<file path="config.mk">
export PLATFORM = sky130hd
export DESIGN_NAME = banknote_split_greedy
export DESIGN_NICKNAME = d
export VERILOG_FILES = /design/src/rtl/bsg_pkg.sv /design/src/rtl/bsg_fifo.sv /design/src/rtl/bsg_front.sv /design/src/rtl/bsg_div.sv /design/src/rtl/bsg_back.sv /design/src/rtl/banknote_split_greedy.sv
export SDC_FILE = /design/constraint.sdc
export NUM_CORES = 1
export LEC_CHECK = 0
export BUFFER_PORTS_ARGS = -buffer_cell sky130_fd_sc_hd__buf_2
export CORE_ASPECT_RATIO = 1.25
export CORE_UTILIZATION = 40
export DETAILED_ROUTE_END_ITERATION = 12
export PLACE_DENSITY = 0.54
export SYNTH_ARGS = -nofsm -noshare
export SYNTH_HDL_FRONTEND = slang
export SYNTH_SLANG_ARGS = --single-unit
</file>
<file path="constraint.sdc">
create_clock -name clk -period 9 [get_ports clk]
set_input_delay 0.45 -clock clk [delete_from_list [all_inputs] [get_ports clk]]
set_output_delay 0.45 -clock clk [all_outputs]
set_load 0.01 [all_outputs]
</file>
<file path="src/rtl/bsg_pkg.sv">
// Package for the banknote splitter: widths, register indexes, reset values,
// queue entry types and the sequencer state type. No dependencies.
package bsg_pkg;

	localparam int AMOUNT_W = 20;
	localparam int DENOM_W = 16;
	localparam int IDX_W = 3;
	localparam int REG_IDX_W = 3;
	localparam int MAX_DENOMS_DEF = 6;
	localparam int REQ_DEPTH = 2;
	localparam int RES_DEPTH = 2;

	localparam logic [IDX_W-1:0] DENOM_COUNT_RESET = 3'd1;
	localparam logic [DENOM_W-1:0] DENOM0_RESET = 16'd100;

	typedef enum logic [REG_IDX_W-1:0] {
		REG_DENOM_COUNT = 3'd0,
		REG_DENOM_0 = 3'd1,
		REG_DENOM_1 = 3'd2,
		REG_DENOM_2 = 3'd3,
		REG_DENOM_3 = 3'd4,
		REG_DENOM_4 = 3'd5,
		REG_DENOM_5 = 3'd6
	} reg_idx_t;

	typedef struct packed {
		logic [AMOUNT_W-1:0] amount;
		logic [IDX_W-1:0] n;
	} req_t;

	typedef struct packed {
		logic [IDX_W-1:0] denom_index;
		logic [AMOUNT_W-1:0] note_count;
		logic [AMOUNT_W-1:0] amount_left;
		logic last;
	} res_t;

	typedef struct packed {
		logic start;
		logic [AMOUNT_W-1:0] dividend;
		logic [DENOM_W-1:0] divisor;
	} div_req_t;

	typedef struct packed {
		logic done;
		logic [AMOUNT_W-1:0] quotient;
		logic [DENOM_W-1:0] remainder;
	} div_res_t;

	typedef enum logic [1:0] {
		ST_IDLE,
		ST_START,
		ST_DIV,
		ST_PUSH
	} st_t;

endpackage

</file>
<file path="src/rtl/bsg_fifo.sv">
// Small register queue used between the front and back parts and at the
// result side. No package dependencies.
module bsg_fifo #(
	parameter int WIDTH = 8,
	parameter int DEPTH = 2
) (
	input  logic             clk,
	input  logic             arst_n,
	input  logic             wr_en,
	input  logic [WIDTH-1:0] wdata,
	output logic             full,
	input  logic             rd_en,
	output logic [WIDTH-1:0] rdata,
	output logic             empty
);

	localparam int PTR_W = (DEPTH > 1) ? $clog2(DEPTH) : 1;
	localparam int CNT_W = $clog2(DEPTH + 1);
	localparam logic [PTR_W-1:0] LAST_PTR = PTR_W'(DEPTH - 1);
	localparam logic [CNT_W-1:0] DEPTH_CNT = CNT_W'(DEPTH);

	logic [WIDTH-1:0] mem_q [DEPTH];
	logic [PTR_W-1:0] wr_ptr_q;
	logic [PTR_W-1:0] rd_ptr_q;
	logic [CNT_W-1:0] cnt_q;
	logic do_wr;
	logic do_rd;

	assign full = (cnt_q == DEPTH_CNT);
	assign empty = (cnt_q == '0);
	assign do_wr = wr_en && !full;
	assign do_rd = rd_en && !empty;
	assign rdata = mem_q[rd_ptr_q];

	always_ff @(posedge clk or negedge arst_n) begin
		if (!arst_n) begin
			wr_ptr_q <= '0;
			rd_ptr_q <= '0;
			cnt_q <= '0;
		end else begin
			if (do_wr) begin
				wr_ptr_q <= (wr_ptr_q == LAST_PTR) ? '0 : wr_ptr_q + 1'b1;
			end
			if (do_rd) begin
				rd_ptr_q <= (rd_ptr_q == LAST_PTR) ? '0 : rd_ptr_q + 1'b1;
			end
			if (do_wr && !do_rd) begin
				cnt_q <= cnt_q + 1'b1;
			end else if (do_rd && !do_wr) begin
				cnt_q <= cnt_q - 1'b1;
			end
		end
	end

	always_ff @(posedge clk) begin
		if (do_wr) begin
			mem_q[wr_ptr_q] <= wdata;
		end
	end

endmodule

</file>
<file path="src/rtl/bsg_front.sv">
// Front part: configuration registers, request intake and classification.
// Depends on bsg_pkg and bsg_fifo.
module bsg_front #(
	parameter int MAX_DENOMS = bsg_pkg::MAX_DENOMS_DEF
) (
	input  logic                                        clk,
	input  logic                                        arst_n,
	input  logic                                        cfg_we,
	input  logic [bsg_pkg::REG_IDX_W-1:0]               cfg_index,
	input  logic [bsg_pkg::DENOM_W-1:0]                 cfg_data,
	input  logic                                        push,
	output logic                                        full,
	input  logic [bsg_pkg::AMOUNT_W-1:0]                amount,
	output logic [MAX_DENOMS-1:0][bsg_pkg::DENOM_W-1:0] denoms,
	input  logic                                        req_pop,
	output logic                                        req_empty,
	output bsg_pkg::req_t                               req
);

	import bsg_pkg::*;

	localparam logic [IDX_W-1:0] MAX_N = IDX_W'(MAX_DENOMS);

	logic [IDX_W-1:0] denom_count_q;
	logic [MAX_DENOMS-1:0][DENOM_W-1:0] denoms_q;
	logic [IDX_W-1:0] n_eff;
	logic req_push;
	req_t req_in;
	logic [$bits(req_t)-1:0] req_raw;

	always_ff @(posedge clk or negedge arst_n) begin
		if (!arst_n) begin
			denom_count_q <= DENOM_COUNT_RESET;
		end else if (cfg_we && cfg_index == REG_DENOM_COUNT) begin
			denom_count_q <= cfg_data[IDX_W-1:0];
		end
	end

	for (genvar i = 0; i < MAX_DENOMS; i++) begin : g_denom
		localparam logic [REG_IDX_W-1:0] MY_IDX = REG_IDX_W'(int'(REG_DENOM_0) + i);
		localparam logic [DENOM_W-1:0] MY_RESET = (i == 0) ? DENOM0_RESET : '0;
		always_ff @(posedge clk or negedge arst_n) begin
			if (!arst_n) begin
				denoms_q[i] <= MY_RESET;
			end else if (cfg_we && cfg_index == MY_IDX) begin
				denoms_q[i] <= cfg_data;
			end
		end
	end

	assign denoms = denoms_q;

	// Requests with no note values in use produce no results and are dropped here.
	assign n_eff = (denom_count_q > MAX_N) ? MAX_N : denom_count_q;
	assign req_push = push && !full && (n_eff != '0);
	assign req_in = '{amount: amount, n: n_eff};
	assign req = req_t'(req_raw);

	bsg_fifo #(
		.WIDTH($bits(req_t)),
		.DEPTH(REQ_DEPTH)
	) u_req_fifo (
		.clk   (clk),
		.arst_n(arst_n),
		.wr_en (req_push),
		.wdata (req_in),
		.full  (full),
		.rd_en (req_pop),
		.rdata (req_raw),
		.empty (req_empty)
	);

endmodule

</file>
<file path="src/rtl/bsg_div.sv">
// Restoring divider, one quotient bit per cycle, for the back part.
// Depends on bsg_pkg.
module bsg_div (
	input  logic                clk,
	input  logic                arst_n,
	input  bsg_pkg::div_req_t   div_req,
	output bsg_pkg::div_res_t   div_res
);

	import bsg_pkg::*;

	localparam int STEP_W = $clog2(AMOUNT_W);
	localparam logic [STEP_W-1:0] LAST_STEP = STEP_W'(AMOUNT_W - 1);

	logic busy_q;
	logic done_q;
	logic [STEP_W-1:0] step_q;
	logic [AMOUNT_W-1:0] quo_q;
	logic [DENOM_W-1:0] rem_q;
	logic [DENOM_W-1:0] dvs_q;
	logic [DENOM_W:0] shifted;
	logic [DENOM_W:0] diff;
	logic ge;

	assign shifted = {rem_q, quo_q[AMOUNT_W-1]};
	assign ge = (shifted >= {1'b0, dvs_q});
	assign diff = shifted - {1'b0, dvs_q};

	always_ff @(posedge clk or negedge arst_n) begin
		if (!arst_n) begin
			busy_q <= 1'b0;
			done_q <= 1'b0;
			step_q <= '0;
		end else if (div_req.start) begin
			busy_q <= 1'b1;
			done_q <= 1'b0;
			step_q <= '0;
		end else if (busy_q) begin
			step_q <= step_q + 1'b1;
			if (step_q == LAST_STEP) begin
				busy_q <= 1'b0;
				done_q <= 1'b1;
			end
		end else begin
			done_q <= 1'b0;
		end
	end

	always_ff @(posedge clk) begin
		if (div_req.start) begin
			quo_q <= div_req.dividend;
			rem_q <= '0;
			dvs_q <= div_req.divisor;
		end else if (busy_q) begin
			quo_q <= {quo_q[AMOUNT_W-2:0], ge};
			rem_q <= ge ? diff[DENOM_W-1:0] : shifted[DENOM_W-1:0];
		end
	end

	assign div_res = '{done: done_q, quotient: quo_q, remainder: rem_q};

	a_done_after_busy: assert property (@(posedge clk) disable iff (!arst_n)
		done_q |-> $past(busy_q))
		else $error("divider finished without running");

endmodule

</file>
<file path="src/rtl/bsg_back.sv">
// Back part: walks the note values of one request, divides, holds back a
// note where needed and queues the results. Depends on bsg_pkg, bsg_div, bsg_fifo.
module bsg_back #(
	parameter int MAX_DENOMS = bsg_pkg::MAX_DENOMS_DEF
) (
	input  logic                                        clk,
	input  logic                                        arst_n,
	input  logic [MAX_DENOMS-1:0][bsg_pkg::DENOM_W-1:0] denoms,
	output logic                                        req_pop,
	input  logic                                        req_empty,
	input  bsg_pkg::req_t                               req,
	input  logic                                        pop,
	output logic                                        empty,
	output bsg_pkg::res_t                               res
);

	import bsg_pkg::*;

	st_t state_q;
	st_t state_d;
	logic [IDX_W-1:0] idx_q;
	logic [IDX_W-1:0] n_q;
	logic [AMOUNT_W-1:0] left_q;
	res_t res_q;
	logic [DENOM_W-1:0] denom_sel;
	logic is_last;
	logic res_full;
	logic res_push;
	div_req_t div_req;
	div_res_t div_res;
	logic hold;
	logic [AMOUNT_W-1:0] cnt_adj;
	logic [AMOUNT_W-1:0] left_adj;
	logic [$bits(res_t)-1:0] res_raw;

	always_comb begin
		denom_sel = '0;
		for (int i = 0; i < MAX_DENOMS; i++) begin
			if (idx_q == IDX_W'(i)) begin
				denom_sel = denoms[i];
			end
		end
	end

	assign is_last = (idx_q == n_q - 1'b1);

	// A note is held back when the remainder is one or three and the count is nonzero.
	assign hold = (div_res.remainder == DENOM_W'(1) || div_res.remainder == DENOM_W'(3))
		&& (div_res.quotient != '0);
	assign cnt_adj = hold ? div_res.quotient - 1'b1 : div_res.quotient;
	assign left_adj = hold
		? AMOUNT_W'({1'b0, div_res.remainder} + {1'b0, denom_sel})
		: AMOUNT_W'(div_res.remainder);

	always_comb begin
		state_d = state_q;
		case (state_q)
			ST_IDLE: begin
				if (!req_empty) begin
					state_d = ST_START;
				end
			end
			ST_START: begin
				state_d = (denom_sel == '0) ? ST_PUSH : ST_DIV;
			end
			ST_DIV: begin
				if (div_res.done) begin
					state_d = ST_PUSH;
				end
			end
			ST_PUSH: begin
				if (!res_full) begin
					state_d = is_last ? ST_IDLE : ST_START;
				end
			end
			default: begin
				state_d = ST_IDLE;
			end
		endcase
	end

	always_comb begin
		req_pop = 1'b0;
		res_push = 1'b0;
		div_req = '{start: 1'b0, dividend: left_q, divisor: denom_sel};
		case (state_q)
			ST_IDLE: begin
				req_pop = !req_empty;
			end
			ST_START: begin
				div_req.start = (denom_sel != '0);
			end
			ST_PUSH: begin
				res_push = !res_full;
			end
			default: begin
				req_pop = 1'b0;
			end
		endcase
	end

	always_ff @(posedge clk or negedge arst_n) begin
		if (!arst_n) begin
			state_q <= ST_IDLE;
			idx_q <= '0;
			n_q <= '0;
		end else begin
			state_q <= state_d;
			if (req_pop) begin
				idx_q <= '0;
				n_q <= req.n;
			end else if (res_push && !is_last) begin
				idx_q <= idx_q + 1'b1;
			end
		end
	end

	always_ff @(posedge clk) begin
		if (req_pop) begin
			left_q <= req.amount;
		end else if (state_q == ST_START && denom_sel == '0) begin
			res_q <= '{denom_index: idx_q, note_count: '0, amount_left: left_q,
				last: is_last};
		end else if (state_q == ST_DIV && div_res.done) begin
			left_q <= left_adj;
			res_q <= '{denom_index: idx_q, note_count: cnt_adj, amount_left: left_adj,
				last: is_last};
		end
	end

	bsg_div u_div (
		.clk    (clk),
		.arst_n (arst_n),
		.div_req(div_req),
		.div_res(div_res)
	);

	bsg_fifo #(
		.WIDTH($bits(res_t)),
		.DEPTH(RES_DEPTH)
	) u_res_fifo (
		.clk   (clk),
		.arst_n(arst_n),
		.wr_en (res_push),
		.wdata (res_q),
		.full  (res_full),
		.rd_en (pop),
		.rdata (res_raw),
		.empty (empty)
	);

	assign res = res_t'(res_raw);

	a_idx_in_range: assert property (@(posedge clk) disable iff (!arst_n)
		(state_q != ST_IDLE) |-> (idx_q < n_q))
		else $error("note index beyond the request count");

	a_div_nonzero: assert property (@(posedge clk) disable iff (!arst_n)
		div_req.start |-> (div_req.divisor != '0))
		else $error("division started with a zero note value");

	a_left_shrinks: assert property (@(posedge clk) disable iff (!arst_n)
		(state_q == ST_DIV && div_res.done) |=> (left_q <= $past(left_q)))
		else $error("amount left grew after a division");

	a_last_ends: assert property (@(posedge clk) disable iff (!arst_n)
		(res_push && is_last) |=> (state_q == ST_IDLE))
		else $error("sequencer kept running after the last note value");

endmodule

</file>
<file path="src/rtl/banknote_split_greedy.sv">
// Each note value of a request is divided in the one-bit-per-cycle divider shared by all
// note values; a note value of zero skips the divider. A new request is taken only after
// the last result of the previous one has been queued.
// Two requests and two results are queued, so the input stays open while results wait.
// Reset clears both queues and the sequencer; denom_count returns to 1, denom_0 to 100
// and the other note values to 0.
module banknote_split_greedy #(
	parameter int MAX_DENOMS = bsg_pkg::MAX_DENOMS_DEF
) (
	input  logic                          clk,
	input  logic                          arst_n,
	input  logic                          cfg_we,
	input  logic [bsg_pkg::REG_IDX_W-1:0] cfg_index,
	input  logic [bsg_pkg::DENOM_W-1:0]   cfg_data,
	input  logic                          push,
	output logic                          full,
	input  logic [bsg_pkg::AMOUNT_W-1:0]  amount,
	output logic                          empty,
	input  logic                          pop,
	output logic [bsg_pkg::IDX_W-1:0]     denom_index,
	output logic [bsg_pkg::AMOUNT_W-1:0]  note_count,
	output logic [bsg_pkg::AMOUNT_W-1:0]  amount_left,
	output logic                          last
);

	import bsg_pkg::*;

	logic [MAX_DENOMS-1:0][DENOM_W-1:0] denoms;
	logic req_pop;
	logic req_empty;
	req_t req;
	res_t res;

	bsg_front #(
		.MAX_DENOMS(MAX_DENOMS)
	) u_front (
		.clk      (clk),
		.arst_n   (arst_n),
		.cfg_we   (cfg_we),
		.cfg_index(cfg_index),
		.cfg_data (cfg_data),
		.push     (push),
		.full     (full),
		.amount   (amount),
		.denoms   (denoms),
		.req_pop  (req_pop),
		.req_empty(req_empty),
		.req      (req)
	);

	bsg_back #(
		.MAX_DENOMS(MAX_DENOMS)
	) u_back (
		.clk      (clk),
		.arst_n   (arst_n),
		.denoms   (denoms),
		.req_pop  (req_pop),
		.req_empty(req_empty),
		.req      (req),
		.pop      (pop),
		.empty    (empty),
		.res      (res)
	);

	assign denom_index = res.denom_index;
	assign note_count = res.note_count;
	assign amount_left = res.amount_left;
	assign last = res.last;

endmodule

</file>
==> impl_metrics.csv <==
group,metric,value,unit
clock_tree,cts.clk_slew.worst_paths,0.06,ns
job,drv_cap,0,
worst_setup_path,cp_num_cells,11,
global_routing,grt_usage,0.188,
run_status,status,"complete, no violations",
placed_design,dpl.hpwl,28500,µm
sta,rsz0062_at_grt,"no",
worst_setup_path,path_class,"register to register",
routing,route.detailed.drc,0,
min_path,min_delay_worst_endpoint,"u_front.u_req_fifo.mem_q[0][10]",
global_routing,grt_pass1_wl,64100,µm
die,die_w,188,µm
logic_synthesis,synth_top_area_share,0.404,
logic_synthesis,yosys-top-cells-area,"edfxtp_1 (40%), dfrtp_1 (17%), mux2_2 (10%)",
sta,fin_crit,5.41,ns
clock_tree,clock_path_buffers,3,
routing,dr.pass1.iters,5,
clock_tree,cts_sinks,372,
clock_tree,clock_latency,0.56,ns
worst_setup_path,cp_common_cell,"buf_4",
routing,wl,40900,µm
cells_and_area,final_cells,2022,
clock_tree,cts_setup_buffers,0,
global_routing,grt_overflow_total,0,
placed_design,place.port_buffers,89,
worst_setup_path,cp_num_buf_inv,4,
worst_setup_path,critPathTopFamily,"simple AND/OR/NAND/NOR gates",
routing,vias,10800,
sta,worst_slew_pin_slew,1.11,ns
sta,slew_headroom,0.262,
worst_setup_path,required,9.18,ns
power,leakagePower,7.71,nW
min_path,min_from,"amount[7]",
sta,timing.hold.ws,0.0884,ns
logic_synthesis,netlist_instances,1339,
logic_synthesis,ys_types,70,
clock_tree,cts_buffers,40,
global_routing,antenna_found_initial,0,
die,rows,85,
sta,period_share,0.602,
logic_synthesis,synth_seq_area_share,0.599,
sta,timing.fmax,185,MHz
logic_synthesis,synth_edf_count,234,
sta,setup_viol,0,
min_path,hold_path_class,"input pin to register",
clock_tree,cts-resized-gates,0,
worst_setup_path,crit-reg2reg-launch,"u_back.idx_q[2]",
logic_synthesis,yosys-top-cells-count,"edfxtp_1 (234), mux2_2 (155), dfrtp_1 (118)",
worst_setup_path,critPathArrivalTime,5.60,ns
clock_tree,h-tree-depth,2,
worst_setup_path,endpoint_kind,"register",
min_path,hold_depth,1,
routing,drtIter0Drc,863,
power,power,7.43,mW
logic_synthesis,syn_area,17400,µm²
worst_setup_path,r2r_end,"u_back.res_q[36]",
cells_and_area,final_nets,1519,
logic_synthesis,yosysTopAreaCell,"edfxtp_1",
die,start_util,0.404,
sta,slew_viol_final,0,
power,ir_drop,0.198,mV
routing,ant_nets,0,
logic_synthesis,synth-seq-cells,372,
global_routing,use_met2,0.317,
sta,hold_viol,0,
die,boundaryPins,90,
logic_synthesis,ys_dominant_reg_cell,"edfxtp_1",
worst_setup_path,worstPathCellList,"inv_1, ha_1, inv_2, o31ai_1, buf_4, a32o_1, or4_4, nor4_4, nand2_2, a21oi_4, buf_4",
worst_setup_path,start_kind,"register",
worst_setup_path,reg2reg_slack,3.59,ns
cells_and_area,diodes,0,
clock_tree,cts_tree,"done",
logic_synthesis,syn_nets,1433,
global_routing,grt-busiest-layer,"met2",
cells_and_area,fill_cells,3902,
worst_setup_path,r2r_cells,11,
logic_synthesis,async_flop_share,0.328,
routing,vias_per_cell,5.35,
die,core-area,43000,µm²
cells_and_area,final-seq-area,10400,µm²
logic_synthesis,ys_warn_count,0,
logic_synthesis,yosysMostFrequentCell,"edfxtp_1",
placed_design,placed_cells,1947,
cells_and_area,drive_above_1_share,0.246,
sta,fin_tns_setup,0,ns
worst_setup_path,critPathMaxFanout,42,
die,fp.dieH,235,µm
placed_design,globalplace.congestion,0.919,
global_routing,grt_max_degree,72,
die,dieArea,44300,µm²
sta,finClkSkew,0.0129,ns
global_routing,met3_usage,0.0312,
worst_setup_path,cp_slowest_cell,"dfrtp_1",
clock_tree,cts_root_buf,"clkbuf_16",
power,power_density,376,nW/µm²
global_routing,first_global_vias,10800,
cells_and_area,areaGrowthSynthToFinish,13.7,%
logic_synthesis,synth.avg_cell_area,13.0,µm²
routing,wire_per_inst,20.2,µm
worst_setup_path,slowest_delay,0.74,ns
clock_tree,hold_buffers,1,
cells_and_area,multi_input_area,6530,µm²
global_routing,use_met1,0.242,
stage by stage:
step                setup WS, ns   util  area [µm²]
finish                      3.59  0.460       19800
CTS                         3.58  0.460       19800
floorplan                   3.21      -       17400
detailed placement          3.61  0.428       18400
global placement            3.80  0.428       18400
global route                3.22  0.460       19800
worst reg2reg max path: cells and delay by family (launching register included):
family | cells | cell delay, ns
adders and majority gates | 1 | 0.53
and+or+nand+nor | 3 | 1.61
buffers and inverters | 4 | 1.36
DFF | 1 | 0.74
AOI/OAI and AO/OA | 3 | 0.79
state kept, by name (all words and copies together) (netlist names), 3 cells and up:
| register | flops |
|---|---|
| u_back.u_res_fifo.mem_q | 88 |
| u_back.res_q | 44 |
| u_back.u_div.step_q | 5 |
| u_back.left_q | 20 |
| u_back.u_div.dvs_q | 16 |
| u_back.u_div.quo_q | 20 |
| u_back.u_div.rem_q | 16 |
| u_front.u_req_fifo.mem_q | 46 |
| u_back.n_q | 3 |
| u_front.denoms | 96 |
| u_back.idx_q | 3 |
| u_front.denom_count_q | 3 |
placed cells by master, fill, tap and decap left out, drive strengths merged, types with 6 or more instances in the layout:
cell	Yosys	routed
o211ai	21	21
nor4	10	10
a2bb2oi	14	14
a211oi	15	15
or4	7	7
nand2b	13	13
nand3	11	11
a31oi	6	6
clkinv	1	12
a32o	12	12
nor2	94	94
nand4	8	8
a311oi	14	14
mux2i	25	25
nor3b	6	6
a21o	12	12
and2	7	7
inv	52	53
xnor2	33	33
nor2b	15	15
ha	48	48
o21ai	50	50
nor3	12	12
edfxtp	234	234
buf	30	103
dfxtp	16	16
or3	11	11
mux2	170	170
clkbuf	30	57
nand2	117	117
dfrtp	118	118
a21oi	42	42
xor2	17	17
o21a	11	11
kinds of logic (layout without fill, tap and decap cells):
| logic type | Yosys count | in the layout | share of synthesized area |
|---|---|---|---|
| AO/OA/AOI/OAI | 227 | 227 | 0.0901 |
| buffers and inverters | 113 | 231 | 0.0289 |
| adder cells (fa/ha/maj) | 50 | 50 | 0.0369 |
| flip-flops | 372 | 372 | 0.599 |
| XOR/XNOR | 50 | 50 | 0.0252 |
| multiplexers | 195 | 195 | 0.128 |
| AND/OR/NAND/NOR | 332 | 332 | 0.0924 |
worst max path at each step:
stage,startpoint,end,slack [ns]
after floorplan,u_back.idx_q[2],u_back.res_q[0],3.21
after global routing,u_back.idx_q[2],u_back.res_q[27],3.22
final,u_back.idx_q[2],u_back.res_q[36],3.59
after CTS,u_back.idx_q[2],u_back.res_q[36],3.58
after detailed placement,u_back.idx_q[2],u_back.res_q[40],3.61
after global placement,u_back.idx_q[2],u_back.res_q[40],3.80
power breakdown:
group	total, mW	switching (mW)	internal [mW]
clock network	1.68	0.676	1.01
logic	3.00	1.72	1.28
registers	2.74	0.339	2.40
routing by layer:
metal / vias up / part of all wire
met1: 5392 / 0.44
met5: - / 0
met4: 0 / 0.034
li1: 5116 / -
met3: 76 / 0.036
met2: 231 / 0.49
layout make-up:
class | instances | share of cell area
inverter | 53 | 0.0102
sequential | 372 | 0.527
multi-input combinational | 854 | 0.331
tap | 565 | 0.0358
clock buffer | 57 | 0.0581
clock inverter | 17 | 0.0102
timing repair buffer | 104 | 0.0285
Note: power is estimated with default switching activity, not from simulation.
